`config.mk`:
```
export PLATFORM = sky130hd
export DESIGN_NAME = qprh_front
export DESIGN_NICKNAME = d
export VERILOG_FILES = /design/src/rtl/core/qprh_pkg.sv /design/src/rtl/core/qprh_ram.sv /design/src/rtl/core/qprh_front.sv
export SDC_FILE = /design/constraint.sdc
export NUM_CORES = 1
export LEC_CHECK = 0
export BUFFER_PORTS_ARGS = -buffer_cell sky130_fd_sc_hd__buf_2
export CAP_MARGIN = 30
export CORE_MARGIN = 5
export CORE_UTILIZATION = 44
export CTS_CLUSTER_SIZE = 12
export DETAILED_ROUTE_END_ITERATION = 10
export GPL_TIMING_DRIVEN = 0
export PLACE_DENSITY_LB_ADDON = 0.1
export SYNTH_ARGS = -nofsm -noshare
export SYNTH_HDL_FRONTEND = slang
export SYNTH_SLANG_ARGS = --single-unit
export TNS_END_PERCENT = 100
```
`constraint.sdc`:
```
create_clock -name clk_i -period 3.8 [get_ports clk_i]
set_input_delay 0.19 -clock clk_i [delete_from_list [all_inputs] [get_ports clk_i]]
set_output_delay 0.19 -clock clk_i [all_outputs]
set_load 0.03 [all_outputs]
```
`src/rtl/core/qprh_pkg.sv`:
```
// Shared types, constants and helpers for the polynomial rolling hash queue.
// Used by every module under rtl/core except qprh_ram; depends on nothing else.
`default_nettype none

package qprh_pkg;

  // Queue geometry
  localparam int unsigned QueueDepth  = 16;
  localparam int unsigned IdxW        = $clog2(QueueDepth);
  localparam int unsigned CntW        = $clog2(QueueDepth + 1);

  // Field widths
  localparam int unsigned ValueW      = 31;
  localparam int unsigned HashW       = 30;
  localparam int unsigned EntryCountW = 5;

  // Depth of the command queue between front and back end
  localparam int unsigned CmdDepth    = 2;

  // Hash arithmetic constants
  localparam logic [HashW-1:0] HashMod  = 30'd1000000009;
  localparam logic [HashW-1:0] HashBase = 30'd31;
  localparam logic [HashW-1:0] BaseInv  = 30'd838709685;

  // Barrett constant floor(2^60 / modulus), fits in 31 bits
  localparam int unsigned      MuW        = 31;
  localparam logic [MuW-1:0]   BarrettMu  = MuW'((64'd1 << 60) / 64'(HashMod));

  typedef enum logic {
    FUNC_INSERT = 1'b0,
    FUNC_REMOVE = 1'b1
  } func_e;

  typedef enum logic [1:0] {
    STAT_DONE  = 2'd0,
    STAT_EMPTY = 2'd1,
    STAT_FULL  = 2'd2
  } status_e;

  typedef enum logic [1:0] {
    CMD_INSERT = 2'd0,
    CMD_REMOVE = 2'd1,
    CMD_PASS   = 2'd2
  } cmd_e;

  typedef struct packed {
    func_e             func;
    logic [ValueW-1:0] value;
  } in_item_t;

  typedef struct packed {
    logic [HashW-1:0]       hash_value;
    logic [EntryCountW-1:0] entry_count;
    status_e                status;
  } out_item_t;

  // Classified work for the back end
  typedef struct packed {
    cmd_e                   kind;
    logic [HashW-1:0]       operand;
    logic [EntryCountW-1:0] count;
    status_e                status;
  } cmd_t;

  // Reduce a 31-bit value mod the hash modulus (value < 3 * modulus)
  function automatic logic [HashW-1:0] reduce_value(input logic [ValueW-1:0] v);
    logic [ValueW-1:0] m1;
    logic [ValueW-1:0] m2;
    logic [ValueW-1:0] r;
    m1 = ValueW'(HashMod);
    m2 = m1 << 1;
    if (v >= m2) begin
      r = v - m2;
    end else if (v >= m1) begin
      r = v - m1;
    end else begin
      r = v;
    end
    return r[HashW-1:0];
  endfunction

endpackage

`default_nettype wire

```
`src/rtl/core/qprh_ram.sv`:
```
// Generic single-port-write, single-port-read RAM with registered read data.
// Standalone; no package dependency.
`default_nettype none

module qprh_ram #(
  parameter int unsigned Width = 8,
  parameter int unsigned Depth = 16
) (
  input  wire logic                       clk_i,
  input  wire logic                       we_i,
  input  wire logic [$clog2(Depth)-1:0]   waddr_i,
  input  wire logic [Width-1:0]           wdata_i,
  input  wire logic [$clog2(Depth)-1:0]   raddr_i,
  output logic      [Width-1:0]           rdata_o
);

  logic [Width-1:0] mem_q [Depth];

  // Write port
  always_ff @(posedge clk_i) begin
    if (we_i) begin
      mem_q[waddr_i] <= wdata_i;
    end
  end

  // Registered read port
  always_ff @(posedge clk_i) begin
    rdata_o <= mem_q[raddr_i];
  end

endmodule

`default_nettype wire

```
`src/rtl/core/qprh_front.sv`:
```
// Front end: accepts items, tracks queue occupancy, owns the value store and
// classifies each item into a command for the back end. Depends on qprh_pkg, qprh_ram.
`default_nettype none

module qprh_front (
  input  wire logic               clk_i,
  input  wire logic               rst_ni,
  input  wire logic               in_valid_i,
  output logic                    in_stall_o,
  input  wire qprh_pkg::in_item_t in_item_i,
  output logic                    push_o,
  output qprh_pkg::cmd_t          push_cmd_o,
  input  wire logic               fifo_full_i
);

  import qprh_pkg::*;

  localparam logic FrIdle = 1'b0;
  localparam logic FrRead = 1'b1;

  logic                st_d, st_q;
  logic [IdxW-1:0]     head_d, head_q;
  logic [IdxW-1:0]     tail_d, tail_q;
  logic [CntW-1:0]     count_d, count_q;
  logic                accept;
  logic                ram_we;
  logic [ValueW-1:0]   ram_rdata;

  assign in_stall_o = (st_q != FrIdle) || fifo_full_i;
  assign accept     = in_valid_i && !in_stall_o;

  qprh_ram #(
    .Width (ValueW),
    .Depth (QueueDepth)
  ) u_store (
    .clk_i   (clk_i),
    .we_i    (ram_we),
    .waddr_i (tail_q),
    .wdata_i (in_item_i.value),
    .raddr_i (head_q),
    .rdata_o (ram_rdata)
  );

  // Classify the item and update occupancy
  always_comb begin
    st_d       = st_q;
    head_d     = head_q;
    tail_d     = tail_q;
    count_d    = count_q;
    ram_we     = 1'b0;
    push_o     = 1'b0;
    push_cmd_o = '{kind: CMD_PASS, operand: '0,
                   count: EntryCountW'(count_q), status: STAT_DONE};
    unique case (st_q)
      FrIdle: begin
        if (accept) begin
          if (in_item_i.func == FUNC_INSERT) begin
            push_o = 1'b1;
            if (count_q == CntW'(QueueDepth)) begin
              push_cmd_o.status = STAT_FULL;
            end else begin
              ram_we             = 1'b1;
              tail_d             = (tail_q == IdxW'(QueueDepth - 1)) ? '0 : tail_q + 1'b1;
              count_d            = count_q + 1'b1;
              push_cmd_o.kind    = CMD_INSERT;
              push_cmd_o.operand = reduce_value(in_item_i.value);
              push_cmd_o.count   = EntryCountW'(count_d);
            end
          end else begin
            if (count_q == '0) begin
              push_o            = 1'b1;
              push_cmd_o.status = STAT_EMPTY;
            end else begin
              // Head value comes out of the store next cycle
              head_d  = (head_q == IdxW'(QueueDepth - 1)) ? '0 : head_q + 1'b1;
              count_d = count_q - 1'b1;
              st_d    = FrRead;
            end
          end
        end
      end
      FrRead: begin
        push_o             = 1'b1;
        push_cmd_o.kind    = CMD_REMOVE;
        push_cmd_o.operand = reduce_value(ram_rdata);
        st_d               = FrIdle;
      end
      default: begin
        st_d = FrIdle;
      end
    endcase
  end

  always_ff @(posedge clk_i or negedge rst_ni) begin
    if (!rst_ni) begin
      st_q    <= FrIdle;
      head_q  <= '0;
      tail_q  <= '0;
      count_q <= '0;
    end else begin
      st_q    <= st_d;
      head_q  <= head_d;
      tail_q  <= tail_d;
      count_q <= count_d;
    end
  end

`ifndef NO_ASSERTIONS
  a_count_bound: assert property (@(posedge clk_i) disable iff (!rst_ni)
    count_q <= CntW'(QueueDepth))
    else $error("occupancy above queue depth");
  a_remove_reads: assert property (@(posedge clk_i) disable iff (!rst_ni)
    (accept && in_item_i.func == FUNC_REMOVE && count_q != '0) |=> (st_q == FrRead))
    else $error("remove did not read the store");
`endif

endmodule

`default_nettype wire

```
==> flow_metrics.env <==
export IMPL_post_drt_via_cell_ratio=5.99
export IMPL_timing_setup_critical_path_class="reg -> out"
export IMPL_insertion_delay_ps=620
export IMPL_detailroute_via_count=15500
export IMPL_ys_dominant_reg_cell="edfxtp_1"
export IMPL_netlist_area_leader_share_pct=62.0
export IMPL_die_width_um=244
export IMPL_cts_root_buf="clkbuf_16"
export IMPL_via_count_of_the_first_global_routing_pass=15700
export IMPL_tritoncts="done"
export IMPL_area_delta_synth_final_pct=18.3
export IMPL_synth_avg_cell_area_um2=14.7
export IMPL_route_antenna_remaining_nets=0
export IMPL_boundaryPins=77
export IMPL_switching_power_w=0.00726
export IMPL_power_density_nw_per_um2=708
export IMPL_sw_frac_of_total_pct=36.1
export IMPL_h_tree_depth=2
export IMPL_post_route_period_util_pct=98.7
export IMPL_dr_pass1_iters=5
export IMPL_finalClockSkew_ps=22.1
export IMPL_finalHoldViolations=0
export IMPL_maxCapViolCount=0
export IMPL_finish_cell_count_without_fillers=2580
export IMPL_p_seq_share_pct=36.5
export IMPL_report_final_slew_viol_count=0
export IMPL_report_final_setup_viol=0
export IMPL_grt_first_pass_wirelength_um=108000
export IMPL_critical_path_arrival_ps=3560
export IMPL_finalNetCount=1888
export IMPL_clkSlewWorstSetupHoldPaths_ps=60
export IMPL_port_buffer_count=76
export IMPL_relative_contribution_of_combinational_cells_to_total_power_pct=37.4
export IMPL_track_usage_pct=24.5
export IMPL_number_of_antenna_violations_at_the_first_check_in_global_routing=3
export IMPL_die_h_um=244
export IMPL_route_detailed_wl_per_inst_um=28.5
export IMPL_synth_top_area_cells="edfxtp_1 (62%), mux4_2 (5.8%), mux2i_1 (4.3%)"
export IMPL_wirelength_um=73400
export IMPL_synth_yosys_seq_area_share_pct=66.1
export IMPL_asyncSetResetFlopFracSynth_pct=2.59
export IMPL_drc_errors=0
export IMPL_post_route_cells_drive_above_1_share_pct=21.6
export IMPL_post_synth_most_frequent_cells="edfxtp_1 (496), nand2_1 (104), mux2i_1 (103)"
export IMPL_dieArea_um2=59400
export IMPL_global_route_overflow_total=0
export IMPL_power_internal_w=0.0128
export IMPL_final_area_um2=28400
export IMPL_p_leak_nw=9.68
export IMPL_timing_critical_path_to_type="primary output"
export IMPL_start_kind="register"
export IMPL_placed_cells=2431
export IMPL_worst_ep_required_time_ps=3610
export IMPL_fillCellCount=4489
export IMPL_tightestPinTransition_ps=993
export IMPL_globalplace_congestion=0.905
export IMPL_post_dp_cell_area_um2=25800
export IMPL_crit_fanout=6
export IMPL_synth_ff_latch_count=541
export IMPL_total_number_of_yosys_warnings=0
export IMPL_synth_edf_count=496
export IMPL_holdCritPathClass="in -> reg"
export IMPL_clockPowerShare_pct=26.1
export IMPL_synth_cells=1632
export IMPL_dr_first_iter_drc_count=1476
export IMPL_ir_worst_vdd_v=0.000382
export IMPL_outcome="complete, no violations"
export IMPL_design_power_total_w=0.0201
export IMPL_remaining_max_slew_budget_at_the_tightest_pin_pct=33.6
export IMPL_synth_net_count=1684
export IMPL_clk_path_buf_depth=3
export IMPL_core_area_um2=53900
export IMPL_numCtsBuffers=56
export IMPL_final_min_clock_period_ps=3750
export IMPL_rsz_0062_raised_after_global_routing="yes"
export IMPL_pin_count_of_the_biggest_net_entering_global_routing=27
export IMPL_place_detailed_hpwl_um=50800
export IMPL_num_rows=85
export IMPL_post_synth_instance_area_um2=24000
export IMPL_fmax_mhz=267
export IMPL_post_synth_top_area_cell="edfxtp_1"
export IMPL_yosysMostFrequentCell="edfxtp_1"
export IMPL_clock_sink_count=541
export IMPL_starting_density_of_the_core_pct=44.5
export IMPL_yosys_cell_types_count=80
[placed cells by master, fill, tap and decap left out, types with 9 or more instances in the layout]
cell / n
a21oi_1: 66
a221oi_1: 32
a22o_1: 22
a22oi_1: 34
a31oi_1: 15
and2_2: 12
and3_1: 11
buf_1: 12
buf_12: 15
buf_2: 60
buf_4: 32
buf_6: 15
buf_8: 14
clkbuf_1: 90
clkbuf_16: 57
clkbuf_8: 9
dfrtp_1: 14
dfxtp_1: 20
dlygate4sd3_1: 26
edfxtp_1: 496
ha_1: 14
inv_1: 25
mux2_2: 28
mux2i_1: 101
mux4_2: 62
nand2_1: 104
nand2b_1: 9
nand3_1: 24
nor2_1: 52
nor3_1: 25
o21ai_0: 93
o31ai_1: 10
xnor2_1: 45
xor2_1: 17
[layout make-up]
type                            instances  area, um^2  share of cell area [%]
Clock buffer                           93        1650                    5.81
Antenna cell                            1        2.50                 0.00881
Multi-Input combinational cell        956        7870                    27.7
Tap cell                              696         871                    3.07
Sequential cell                       541       15900                    55.9
Clock inverter                         12        93.8                   0.330
Timing Repair Buffer                  155        1460                    5.14
Buffer                                100         475                    1.67
Inverter                               26        97.6                   0.344
[sequential cells by signal, indices dropped and copies added, names as in the netlist]
signal / flops
u_store.mem_q: 496
u_store.rdata_o: 31
count_q: 5
head_q: 4
tail_q: 4
st_q: 1
[critical path, stage by stage, from the launching register on]
cell and delay (ps):
dfxtp_4 360, or4_4 580, or4_1 410, o31a_1 290
o21ai_4 220, nand3_4 120, buf_12 160, buf_8 140
buf_4 150, xnor2_2 120, a22o_1 230, buf_6 150
[worst paths after layout]
check,slack (ps),end,depth (start not counted),from
min in group asynchronous,70,count_q[2],2,rst_ni
min,30,u_store.mem_q[7][4],1,in_item_i[4]
min reg2reg,550,count_q[0],1,count_q[0]
max reg2reg,260,u_store.mem_q[5][1],10,st_q
max,50,push_cmd_o[7],11,u_store.rdata_o[5]
max in group asynchronous,3410,tail_q[0],2,rst_ni
[stage by stage]
stage	utilization, %	hold slack, ps	setup slack [ps]	setup TNS (ps)
2_1_floorplan	-	-106	730	0
3_3_place_gp	46.9	156	-630	-193390
3_5_place_dp	47.8	168	-122	-308
4_1_cts	52.3	0.283	-23.9	-71.1
5_1_grt	52.7	16.6	-49.1	-327
6_report	52.7	30.3	48.7	0
[metal layers]
metal	track usage (%)	share of wire (%)	up-vias	wire length [um]
met3	3.21	5.8	101	4260
met5	0	0.020	-	15
met4	5.96	2.4	2	1740
met1	35.1	44	8007	32300
met2	40.3	48	493	35100
li1	-	-	6856	-
[what timing repair did]
item / CTS / global route
setup buffers: 18 / 7
hold buffers: 26 / 0
gates resized for setup: 95 / 49
hold endpoints to repair: 239 / 0
pin swaps: 16 / 14
setup endpoints to repair: 30 / 32
[logic make-up after synthesis]
logic type	after synthesis	synth area share, %
flops	541	66.1
compound gates	371	10.6
simple gates	313	6.46
mux	193	11.4
buf+inv	135	2.29
xor+xnor	63	2.30
fa+ha+maj	16	0.834
[power groups by stage]
stage | clock (W) | sequential, W | combinational (W)
finish | 0.00525 | 0.00735 | 0.00751
CTS | 0.00535 | 0.00729 | 0.00738
floorplan | 0 | 0.00715 | 0.00457
global placement | 0 | 0.00736 | 0.00675
global route | 0.00558 | 0.00738 | 0.00809
detailed placement | 0 | 0.00735 | 0.00697
No activity file was read; power rests on OpenSTA's default activity.
