===== src/rtl/core/qprh_pkg.sv =====
// Shared types, constants and helpers for the polynomial rolling hash queue.
// Used by every module under rtl/core except qprh_ram; depends on nothing else.
`default_nettype none

package qprh_pkg;

  // Queue geometry
  localparam int unsigned QueueDepth  = 16;
  localparam int unsigned IdxW        = $clog2(QueueDepth);
  localparam int unsigned CntW        = $clog2(QueueDepth + 1);

  // Field widths
  localparam int unsigned ValueW      = 31;
  localparam int unsigned HashW       = 30;
  localparam int unsigned EntryCountW = 5;

  // Depth of the command queue between front and back end
  localparam int unsigned CmdDepth    = 2;

  // Hash arithmetic constants
  localparam logic [HashW-1:0] HashMod  = 30'd1000000009;
  localparam logic [HashW-1:0] HashBase = 30'd31;
  localparam logic [HashW-1:0] BaseInv  = 30'd838709685;

  // Barrett constant floor(2^60 / modulus), fits in 31 bits
  localparam int unsigned      MuW        = 31;
  localparam logic [MuW-1:0]   BarrettMu  = MuW'((64'd1 << 60) / 64'(HashMod));

  typedef enum logic {
    FUNC_INSERT = 1'b0,
    FUNC_REMOVE = 1'b1
  } func_e;

  typedef enum logic [1:0] {
    STAT_DONE  = 2'd0,
    STAT_EMPTY = 2'd1,
    STAT_FULL  = 2'd2
  } status_e;

  typedef enum logic [1:0] {
    CMD_INSERT = 2'd0,
    CMD_REMOVE = 2'd1,
    CMD_PASS   = 2'd2
  } cmd_e;

  typedef struct packed {
    func_e             func;
    logic [ValueW-1:0] value;
  } in_item_t;

  typedef struct packed {
    logic [HashW-1:0]       hash_value;
    logic [EntryCountW-1:0] entry_count;
    status_e                status;
  } out_item_t;

  // Classified work for the back end
  typedef struct packed {
    cmd_e                   kind;
    logic [HashW-1:0]       operand;
    logic [EntryCountW-1:0] count;
    status_e                status;
  } cmd_t;

  // Reduce a 31-bit value mod the hash modulus (value < 3 * modulus)
  function automatic logic [HashW-1:0] reduce_value(input logic [ValueW-1:0] v);
    logic [ValueW-1:0] m1;
    logic [ValueW-1:0] m2;
    logic [ValueW-1:0] r;
    m1 = ValueW'(HashMod);
    m2 = m1 << 1;
    if (v >= m2) begin
      r = v - m2;
    end else if (v >= m1) begin
      r = v - m1;
    end else begin
      r = v;
    end
    return r[HashW-1:0];
  endfunction

endpackage

`default_nettype wire


===== src/rtl/core/qprh_fifo.sv =====
// Short command queue between the front end and the back end.
// Depends on qprh_pkg.
`default_nettype none

module qprh_fifo (
  input  wire logic           clk_i,
  input  wire logic           rst_ni,
  input  wire logic           push_i,
  input  wire qprh_pkg::cmd_t push_cmd_i,
  output logic                full_o,
  input  wire logic           pop_i,
  output logic                empty_o,
  output qprh_pkg::cmd_t      head_o
);

  import qprh_pkg::*;

  localparam int unsigned PtrW  = (CmdDepth > 1) ? $clog2(CmdDepth) : 1;
  localparam int unsigned FillW = $clog2(CmdDepth + 1);

  cmd_t             slot_q [CmdDepth];
  logic [PtrW-1:0]  wr_ptr_d, wr_ptr_q;
  logic [PtrW-1:0]  rd_ptr_d, rd_ptr_q;
  logic [FillW-1:0] fill_d, fill_q;

  assign full_o  = (fill_q == FillW'(CmdDepth));
  assign empty_o = (fill_q == '0);
  assign head_o  = slot_q[rd_ptr_q];

  // Advance pointers and fill level
  always_comb begin
    wr_ptr_d = wr_ptr_q;
    rd_ptr_d = rd_ptr_q;
    fill_d   = fill_q;
    if (push_i) begin
      wr_ptr_d = (wr_ptr_q == PtrW'(CmdDepth - 1)) ? '0 : wr_ptr_q + 1'b1;
    end
    if (pop_i) begin
      rd_ptr_d = (rd_ptr_q == PtrW'(CmdDepth - 1)) ? '0 : rd_ptr_q + 1'b1;
    end
    if (push_i && !pop_i) begin
      fill_d = fill_q + 1'b1;
    end else if (pop_i && !push_i) begin
      fill_d = fill_q - 1'b1;
    end
  end

  always_ff @(posedge clk_i or negedge rst_ni) begin
    if (!rst_ni) begin
      wr_ptr_q <= '0;
      rd_ptr_q <= '0;
      fill_q   <= '0;
    end else begin
      wr_ptr_q <= wr_ptr_d;
      rd_ptr_q <= rd_ptr_d;
      fill_q   <= fill_d;
    end
  end

  // Store pushed commands
  always_ff @(posedge clk_i) begin
    if (push_i) begin
      slot_q[wr_ptr_q] <= push_cmd_i;
    end
  end

`ifndef NO_ASSERTIONS
  a_no_push_full: assert property (@(posedge clk_i) disable iff (!rst_ni)
    push_i |-> (!full_o || pop_i))
    else $error("command pushed into full queue");
`endif

endmodule

`default_nettype wire


===== config.mk =====
export PLATFORM = sky130hd
export DESIGN_NAME = qprh_fifo
export DESIGN_NICKNAME = d
export VERILOG_FILES = /design/src/rtl/core/qprh_pkg.sv /design/src/rtl/core/qprh_fifo.sv
export SDC_FILE = /design/constraint.sdc
export NUM_CORES = 1
export LEC_CHECK = 0
export BUFFER_PORTS_ARGS = -buffer_cell sky130_fd_sc_hd__buf_4
export CAP_MARGIN = 20
export CELL_PAD_IN_SITES_DETAIL_PLACEMENT = 1
export CELL_PAD_IN_SITES_GLOBAL_PLACEMENT = 1
export CORE_UTILIZATION = 43
export DETAILED_ROUTE_END_ITERATION = 10
export GPL_TIMING_DRIVEN = 1
export MAX_ROUTING_LAYER = met4
export PLACE_DENSITY = 0.79
export SYNTH_ARGS = -nofsm -noshare
export SYNTH_HDL_FRONTEND = slang
export SYNTH_SLANG_ARGS = --single-unit

===== constraint.sdc =====
create_clock -name clk_i -period 3.3 [get_ports clk_i]
set_input_delay 0.33 -clock clk_i [delete_from_list [all_inputs] [get_ports clk_i]]
set_output_delay 0.33 -clock clk_i [all_outputs]
set_load 0.05 [all_outputs]

==> flow_metrics.env, run 1 <==
export IMPL_syn_nets=181
export IMPL_grt_max_degree=41
export IMPL_ys_ff_latch=82
export IMPL_fp_dieW_um=85.71
export IMPL_initial_utilization_pct=44.35
export IMPL_cpMaxStageDelayCell="dfrtp_2"
export IMPL_ir_drop_v=0.0005133
export IMPL_layout_nets=273
export IMPL_clkSinkCount=82
export IMPL_synthXorXnorAreaFrac_pct=1.453
export IMPL_netlist_area_um2=3013
export IMPL_worstReg2RegEnd="slot_q[0][14]"
export IMPL_status="complete, no violations"
export IMPL_post_cts_buffers=0
export IMPL_via_per_inst=4.739
export IMPL_place_congestion=0.6566
export IMPL_drc=0
export IMPL_cts_buffers=9
export IMPL_power_leakage_uw=0.001501
export IMPL_drv_cap=0
export IMPL_diodes=0
export IMPL_synth_top_family_by_area="multiplexers"
export IMPL_drt_pass1_iter_count=4
export IMPL_syn_inst=137
export IMPL_gr_total_overflow=0
export IMPL_cts_resized=0
export IMPL_synth_top_area_share_pct=77.74
export IMPL_worstSetupPathType="reg2out"
export IMPL_via_count=1564
export IMPL_setup_viol=0
export IMPL_cp_arrival_ps=1950
export IMPL_crit_end="head_o[23]"
export IMPL_yosys_area_share_adder_pct=0.4153
export IMPL_yosysUniqueCellTypes=11
export IMPL_finalSetupTns_ps=0
export IMPL_critical_path_reg2reg_startpoint="wr_ptr_q"
export IMPL_cp_end_kind="primary output"
export IMPL_cts_root_buf="clkbuf_8"
export IMPL_dpl_hpwl_mm=3.456
export IMPL_synthTopCellsByArea="edfxtp_1, mux2_2, dfrtp_1"
export IMPL_antenna_found_initial=0
export IMPL_crit_required_ps=2970
export IMPL_fin_crit_ps=2279
export IMPL_final_antenna_net_count=0
export IMPL_powerDensity_nw_per_um2=1002
export IMPL_rr_worst_depth=2
export IMPL_io_pins=84
export IMPL_ys_seq_area_share_pct=81.06
export IMPL_skew_ps=10.09
export IMPL_die_y_um=85.71
export IMPL_coreArea_um2=6794
export IMPL_cp_depth=2
export IMPL_holdWs_ps=160.1
export IMPL_worstMarginPinSlew_ps=975.5
export IMPL_clk_pin_slew_ps=80
export IMPL_final_layout_size_suffix_gt1_share_pct=59.40
export IMPL_area_growth_syn_to_layout_pct=31.81
export IMPL_cp_max_fo=40
export IMPL_rsz0062_at_grt="no"
export IMPL_wl_per_cell_um=16.50
export IMPL_htreeDepth=3
export IMPL_drt_initial_drc_count=43
export IMPL_path_buf_inv=1
export IMPL_clk_path_buf_depth=2
export IMPL_grt_use_total_pct=16.64
export IMPL_max_stage_delay_ps=980
export IMPL_min_period_over_period_pct=69.05
export IMPL_syn_area_per_cell_um2=21.99
export IMPL_cts_tree="built"
export IMPL_cp_cell_sequence="mux2_2 -> buf_4"
export IMPL_yosys_area_top_type="edfxtp_1"
export IMPL_maxClockFrequency_mhz=438.8
export IMPL_grt_pass1_vias=1701
export IMPL_die_area_um2=7345
export IMPL_io_buffers=83
export IMPL_crit_start="rd_ptr_q"
export IMPL_hp_class="in2reg"
export IMPL_rows=30
export IMPL_synth_compound_area_share_pct=0
export IMPL_fillers=626
export IMPL_slew_headroom_pct=34.97
export IMPL_finalHoldViolCount=0
export IMPL_synthSimpleGateAreaFrac_pct=0.8721
export IMPL_clkLatencyLatePin_ps=350
export IMPL_crit_family="flip-flops"
export IMPL_reg2reg_slack_ps=1660
export IMPL_start_kind="flip-flop"
export IMPL_synth_warnings=0
export IMPL_maxSlewViolCount=0
export IMPL_synthMuxAreaShare_pct=14.58
export IMPL_grt_pass1_wl_mm=8.507
export IMPL_wl_mm=5.445
==> area by class of cell <==
class	instances	area (µm²)	area share, %
Clock buffer	10	127.6	3.214
Sequential cell	82	2444	61.53
Inverter	1	3.754	0.09452
Multi-Input combinational cell	50	530.5	13.36
Tap cell	96	120.1	3.025
Timing Repair Buffer	85	640.6	16.13
Clock inverter	6	105.1	2.647
==> cell usage after synthesis, drive strengths merged <==
master / count
nor2: 2
inv: 1
and2: 1
xor2: 4
xnor2: 1
ha: 1
dfrtp: 4
buf: 4
nor2b: 2
edfxtp: 78
mux2: 39
==> cells in the final DEF, fill, tap and decap left out, drive strengths merged, types with 2 or more instances in the layout <==
cell type and n:
buf 84, clkbuf 10, nor2 2, bufinv 3, edfxtp 78, clkinv 2, nor2b 2, mux2 39
xor2 4, dfrtp 4
==> worst register-to-register path, cell delays in order (launching register included) <==
cell,delay (ps)
dfrtp_1,430
nor2b_4,480
buf_4,410
==> flip-flops by register name (all words and copies together), names as in the netlist <==
| register | count |
|---|---|
| wr_ptr_q | 1 |
| slot_q | 78 |
| rd_ptr_q | 1 |
| fill_q | 2 |
==> power breakdown <==
part           leakage, µW  internal (µW)  switching (µW)
Combinational     0.000612            547            1040
Sequential        0.000778           1390             161
Clock             0.000112            498             344
Total              0.00150           2430            1550
==> cell families (layout without fill, tap and decap cells) <==
| logic type | after synthesis | count (layout) |
|---|---|---|
| DFF | 82 | 82 |
| and+or+nand+nor | 5 | 5 |
| buffers and inverters | 5 | 102 |
| muxes | 39 | 39 |
| adders and majority gates | 1 | 1 |
| xor gates and xnor gates | 5 | 5 |
==> metal layers <==
layer | wire length (µm) | global-route usage (%)
met5 | 0 | -
met2 | 2867 | 28.29
met1 | 2238 | 18.18
met4 | 100 | 6.818
met3 | 238 | 5.197
==> repair_timing <==
action,CTS,global route
setup endpoints to repair,0,0
hold buffers,1,0
endpoints found under the hold margin,4,0
==> worst min-delay path by stage <==
stage	endpoint	cells after the start	slack, ps	from
CTS	slot_q[1][2]	1	140	push_cmd_i[2]
floorplan	fill_q[0]	0	30	rst_ni
finish	slot_q[1][2]	1	160	push_cmd_i[2]
global route	slot_q[0][16]	1	140	push_cmd_i[16]
global placement	fill_q[1]	1	130	rst_ni
detailed placement	fill_q[1]	1	130	rst_ni
==> per-stage QoR <==
step	util [%]	cells	cell area (µm²)	setup slack, ps	total power, µW
3_5_place_dp	54.88	313	3729	1336	3174
2_1_floorplan	-	137	3013	710.8	2728
5_1_grt	58.45	330	3971	886.6	4126
6_report	58.45	330	3971	1021	3978
4_1_cts	58.45	330	3971	951.7	4028
3_3_place_gp	54.88	313	3729	1335	3156
Power figures use the tool's default switching activity.
==> inputs of run 2 (changes only) <==
Clock period 3.3 ns to 2.3 ns, I/O delays scaled along.
==> flow_metrics.env, run 2 (synthesis gave the netlist of run 1 again) <==
export IMPL_status="complete, no violations"
export IMPL_drt_initial_drc_count=72
export IMPL_worstMarginPinSlew_ps=611.4
export IMPL_grt_pass1_wl_mm=8.424
export IMPL_drc=0
export IMPL_final_cell_mix="buf_4, edfxtp_1, mux2_2, clkbuf_8, xor2_1"
export IMPL_diodes=0
export IMPL_min_period_over_period_pct=86.70
export IMPL_dpl_hpwl_mm=3.729
export IMPL_wl_mm=5.584
export IMPL_ctsHoldBuffers=1
export IMPL_min_path_cells=1
export IMPL_power_leakage_uw=0.001528
export IMPL_rr_worst_depth=2
export IMPL_final_common_cell="buf_4"
export IMPL_final_layout_size_suffix_gt1_share_pct=60.43
export IMPL_die_area_um2=7345
export IMPL_post_dp_cell_area_um2=3781
export IMPL_setup_ws_ps=305.9
export IMPL_cts_resized=0
export IMPL_cts_tree="built"
export IMPL_final_antenna_net_count=0
export IMPL_pwr_share_clk_pct=20.8
export IMPL_finalSetupTns_ps=0
export IMPL_via_per_inst=4.770
export IMPL_rows=30
export IMPL_drt_pass1_iter_count=3
export IMPL_fin_crit_ps=1994
export IMPL_fp_dieW_um=85.71
export IMPL_skew_ps=9.071
export IMPL_use_met3_pct=5.775
export IMPL_post_cts_buffers=0
export IMPL_gr_total_overflow=0
export IMPL_grt_use_met1_pct=19.18
export IMPL_top_register="slot_q"
export IMPL_final_area_um2=4023
export IMPL_cts_buffers=9
export IMPL_maxClockFrequency_mhz=501.5
export IMPL_grt_use_met2_pct=27.13
export IMPL_grt_use_total_pct=16.69
export IMPL_via_count=1579
export IMPL_cp_end_kind="primary output"
export IMPL_place_congestion=0.6844
export IMPL_slew_headroom_pct=59.24
export IMPL_p_seq_share_pct=37.0
export IMPL_wl_per_cell_um=16.87
export IMPL_clk_path_buf_depth=2
export IMPL_worstSetupPathType="reg2out"
export IMPL_stdcell_count=331
export IMPL_switching_share_pct=38.58
export IMPL_coreArea_um2=6794
export IMPL_grt_busiest_layer="met2"
export IMPL_maxSlewViolCount=0
export IMPL_io_buffers=83
export IMPL_io_pins=84
export IMPL_reg_top3="slot_q (78), fill_q (2)"
export IMPL_internal_power_uw=3548
export IMPL_clk_pin_slew_ps=80
export IMPL_rsz0062_at_grt="no"
export IMPL_start_kind="flip-flop"
export IMPL_final_util_pct=59.21
export IMPL_p_comb_share_pct=42.2
export IMPL_ir_drop_v=0.0008369
export IMPL_hp_class="in2reg"
export IMPL_setup_viol=0
export IMPL_power_switching_uw=2229
export IMPL_htreeDepth=3
export IMPL_largest_reg_flops=78
export IMPL_powerDensity_nw_per_um2=1436
export IMPL_cp_arrival_ps=1760
export IMPL_antenna_found_initial=0
export IMPL_crit_required_ps=2070
export IMPL_drv_cap=0
export IMPL_initial_utilization_pct=44.35
export IMPL_finalHoldViolCount=0
export IMPL_die_y_um=85.71
export IMPL_cp_max_fo=24
export IMPL_clkLatencyLatePin_ps=350
export IMPL_grt_pass1_vias=1654
export IMPL_area_growth_syn_to_layout_pct=33.51
export IMPL_clkSinkCount=82
export IMPL_dp_cells=315
export IMPL_dp_slack_ps=632.4
export IMPL_grt_max_degree=26
export IMPL_layout_nets=275
export IMPL_cts_root_buf="clkbuf_8"
## run 2: changes by cell type in the layout (fill, tap and decap cells not counted)
cell	previous run	this run
buf_12	0	3
buf_4	84	83
clkinv_1	2	0
clkinvlp_4	1	0
clkinv_4	0	1
clkinv_2	0	1
## run 2: layer usage
layer | up-vias | share of wire (%)
met4 | 0 | 1.3
met1 | 788 | 41
li1 | 722 | -
met3 | 6 | 6.3
met2 | 63 | 52
met5 | - | 0
## run 2: path summary, 6_finish.rpt
path | start | end | slack [ps]
max in group asynchronous | rst_ni | rd_ptr_q | 1960
worst min register to register | fill_q[1] | fill_q[1] | 510
min in group asynchronous | rst_ni | fill_q[0] | 230
worst min-delay path | push_cmd_i[32] | slot_q[0][32] | 60
worst max register to register | wr_ptr_q | slot_q[1][29] | 750
worst max-delay path | rd_ptr_q | head_o[31] | 310
## run 2: layout make-up
class	instances	area [µm²]
clock buffers	10	127.6
fillers	618	2771
inverters	1	3.754
multi-input cells	50	530.5
repair buffers	87	693.2
clock inverters	5	103.9
well taps	96	120.1
flip-flops and latches	82	2444
## run 2: per-stage QoR
stage                     power (µW)  hold slack (ps)
after detailed placement        4637            31.42
after global routing            6004            38.83
after CTS                       5850            47.81
after global placement          4581            29.87
final                           5776            62.27
after floorplan                 3912           -65.59
## run 2: worst max-delay path, cell delays in order, from the launching register on
cell	delay [ps]
dfrtp_2	630
buf_12	230
mux2_2	360
buf_4	190
## run 2: power groups by stage
| stage | clock, µW | sequential (µW) | combinational [µW] |
|---|---|---|---|
| 5_1_grt | 1290 | 2180 | 2540 |
| 4_1_cts | 1230 | 2140 | 2470 |
| 6_report | 1200 | 2140 | 2440 |
| 3_5_place_dp | 0 | 2180 | 2460 |
| 3_3_place_gp | 0 | 2150 | 2430 |
| 2_1_floorplan | 0 | 2090 | 1820 |
==> inputs of run 3 (changes only) <==
Settings changed: MAX_ROUTING_LAYER met4 to default.
==> flow_metrics.env, run 3 (synthesis gave the netlist of run 1 again) <==
export IMPL_status="complete, no violations"
export IMPL_die_y_um=85.71
export IMPL_gr_total_overflow=0
export IMPL_wl_per_cell_um=16.85
export IMPL_final_util_pct=59.21
export IMPL_antenna_found_initial=0
export IMPL_setup_viol=0
export IMPL_grt_use_total_pct=16.15
export IMPL_largest_reg_flops=78
export IMPL_worstSetupPathType="reg2out"
export IMPL_rows=30
export IMPL_worstMarginPinSlew_ps=610.9
export IMPL_critical_path_reg2reg_startpoint="wr_ptr_q"
export IMPL_clk_pin_slew_ps=80
export IMPL_initial_utilization_pct=44.35
export IMPL_die_area_um2=7345
export IMPL_reg_top3="slot_q (78), fill_q (2)"
export IMPL_cp_end_kind="primary output"
export IMPL_clkSinkCount=82
export IMPL_switching_share_pct=38.56
export IMPL_min_path_cells=1
export IMPL_hp_start="push_cmd_i[17]"
export IMPL_htreeDepth=3
export IMPL_drt_pass1_iter_count=4
export IMPL_fin_crit_ps=2001
export IMPL_layout_nets=275
export IMPL_p_seq_share_pct=37.0
export IMPL_final_common_cell="buf_4"
export IMPL_cts_tree="built"
export IMPL_wl_mm=5.579
export IMPL_fp_dieW_um=85.71
export IMPL_setup_ws_ps=299.3
export IMPL_ir_drop_v=0.0008368
export IMPL_dp_slack_ps=632.4
export IMPL_reg2reg_slack_ps=750
export IMPL_holdPathEnd="slot_q[0][17]"
export IMPL_start_kind="flip-flop"
export IMPL_final_layout_size_suffix_gt1_share_pct=60.43
export IMPL_via_count=1582
export IMPL_io_buffers=83
export IMPL_cp_max_fo=24
export IMPL_rr_worst_depth=2
export IMPL_hp_class="in2reg"
export IMPL_clk_path_buf_depth=2
export IMPL_coreArea_um2=6794
export IMPL_fillers=618
export IMPL_dpl_hpwl_mm=3.729
export IMPL_register_area_um2=2444
export IMPL_p_comb_share_pct=42.2
export IMPL_diodes=0
export IMPL_io_pins=84
export IMPL_crit_required_ps=2070
export IMPL_final_cell_mix="buf_4, edfxtp_1, mux2_2, clkbuf_8, xor2_1"
export IMPL_drt_initial_drc_count=60
export IMPL_powerDensity_nw_per_um2=1435
export IMPL_rsz0062_at_grt="no"
export IMPL_final_antenna_net_count=0
export IMPL_power_leakage_uw=0.001528
export IMPL_drc=0
export IMPL_top_register="slot_q"
export IMPL_maxSlewViolCount=0
export IMPL_skew_ps=8.840
export IMPL_worstReg2RegEnd="slot_q[1][20]"
export IMPL_grt_pass1_vias=1659
export IMPL_holdWs_ps=64.18
export IMPL_internal_power_uw=3548
export IMPL_grt_pass1_wl_mm=8.404
export IMPL_maxClockFrequency_mhz=499.8
export IMPL_cts_buffers=9
export IMPL_clkLatencyLatePin_ps=340
export IMPL_finalHoldViolCount=0
export IMPL_grt_max_degree=26
export IMPL_slew_headroom_pct=59.27
export IMPL_multi_input_area_um2=530.5
export IMPL_power_switching_uw=2227
export IMPL_min_period_over_period_pct=86.99
export IMPL_cp_arrival_ps=1770
export IMPL_pwr_share_clk_pct=20.7
export IMPL_drv_cap=0
export IMPL_cts_root_buf="clkbuf_8"
export IMPL_area_growth_syn_to_layout_pct=33.51
export IMPL_finalSetupTns_ps=0
export IMPL_via_per_inst=4.779
export IMPL_place_congestion=0.6776
[run 3: cell counts in the layout (fill, tap and decap cells not counted)]
Identical to the previous run, type by type.
[run 3: worst max-delay path: stages, from the launching register on]
cell and delay (ps):
dfrtp_2 630, buf_12 240, mux2_2 360, buf_4 190
[run 3: power groups by stage]
stage / registers (µW) / clock network [µW] / logic (µW)
2_1_floorplan: 2090 / 0 / 1820
3_3_place_gp: 2150 / 0 / 2430
3_5_place_dp: 2180 / 0 / 2460
4_1_cts: 2140 / 1230 / 2470
5_1_grt: 2180 / 1290 / 2540
6_report: 2140 / 1200 / 2440
[run 3: cell type report]
class                           instances  area share, %
Tap cell                               96          2.986
Clock buffer                           10          3.173
Sequential cell                        82          60.75
Timing Repair Buffer                   87          17.23
Inverter                                1        0.09331
Clock inverter                          5          2.582
Multi-Input combinational cell         50          13.19
[run 3: per-stage QoR]
step	cells	power, µW	instance area [µm²]
floorplan	137	3912	3015
global placement	315	4581	3781
detailed placement	315	4637	3781
CTS	331	5850	4023
global route	331	6001	4023
finish	331	5774	4023
[run 3: what timing repair did]
action | CTS | global route
hold endpoints to repair | 4 | 0
endpoints found under the setup margin | 0 | 0
hold buffers | 1 | 0
setup buffers | 0 | 0
gates resized for setup | 0 | 0
[run 3: how the worst max path moves through the flow]
| stage | to | start | slack, ps |
|---|---|---|---|
| detailed placement | head_o[7] | rd_ptr_q | 630 |
| finish | head_o[31] | rd_ptr_q | 300 |
| floorplan | slot_q[0][0] | wr_ptr_q | 450 |
| global placement | head_o[4] | rd_ptr_q | 650 |
| global route | head_o[30] | rd_ptr_q | 200 |
| CTS | head_o[7] | rd_ptr_q | 250 |
[run 3: layer usage]
layer,up-vias,global-route usage [%],part of all wire (%)
li1,722,-,-
met1,791,18.72,40
met2,63,27.27,52
met3,6,6.064,6.6
met4,0,6.364,1.3
met5,-,0,0
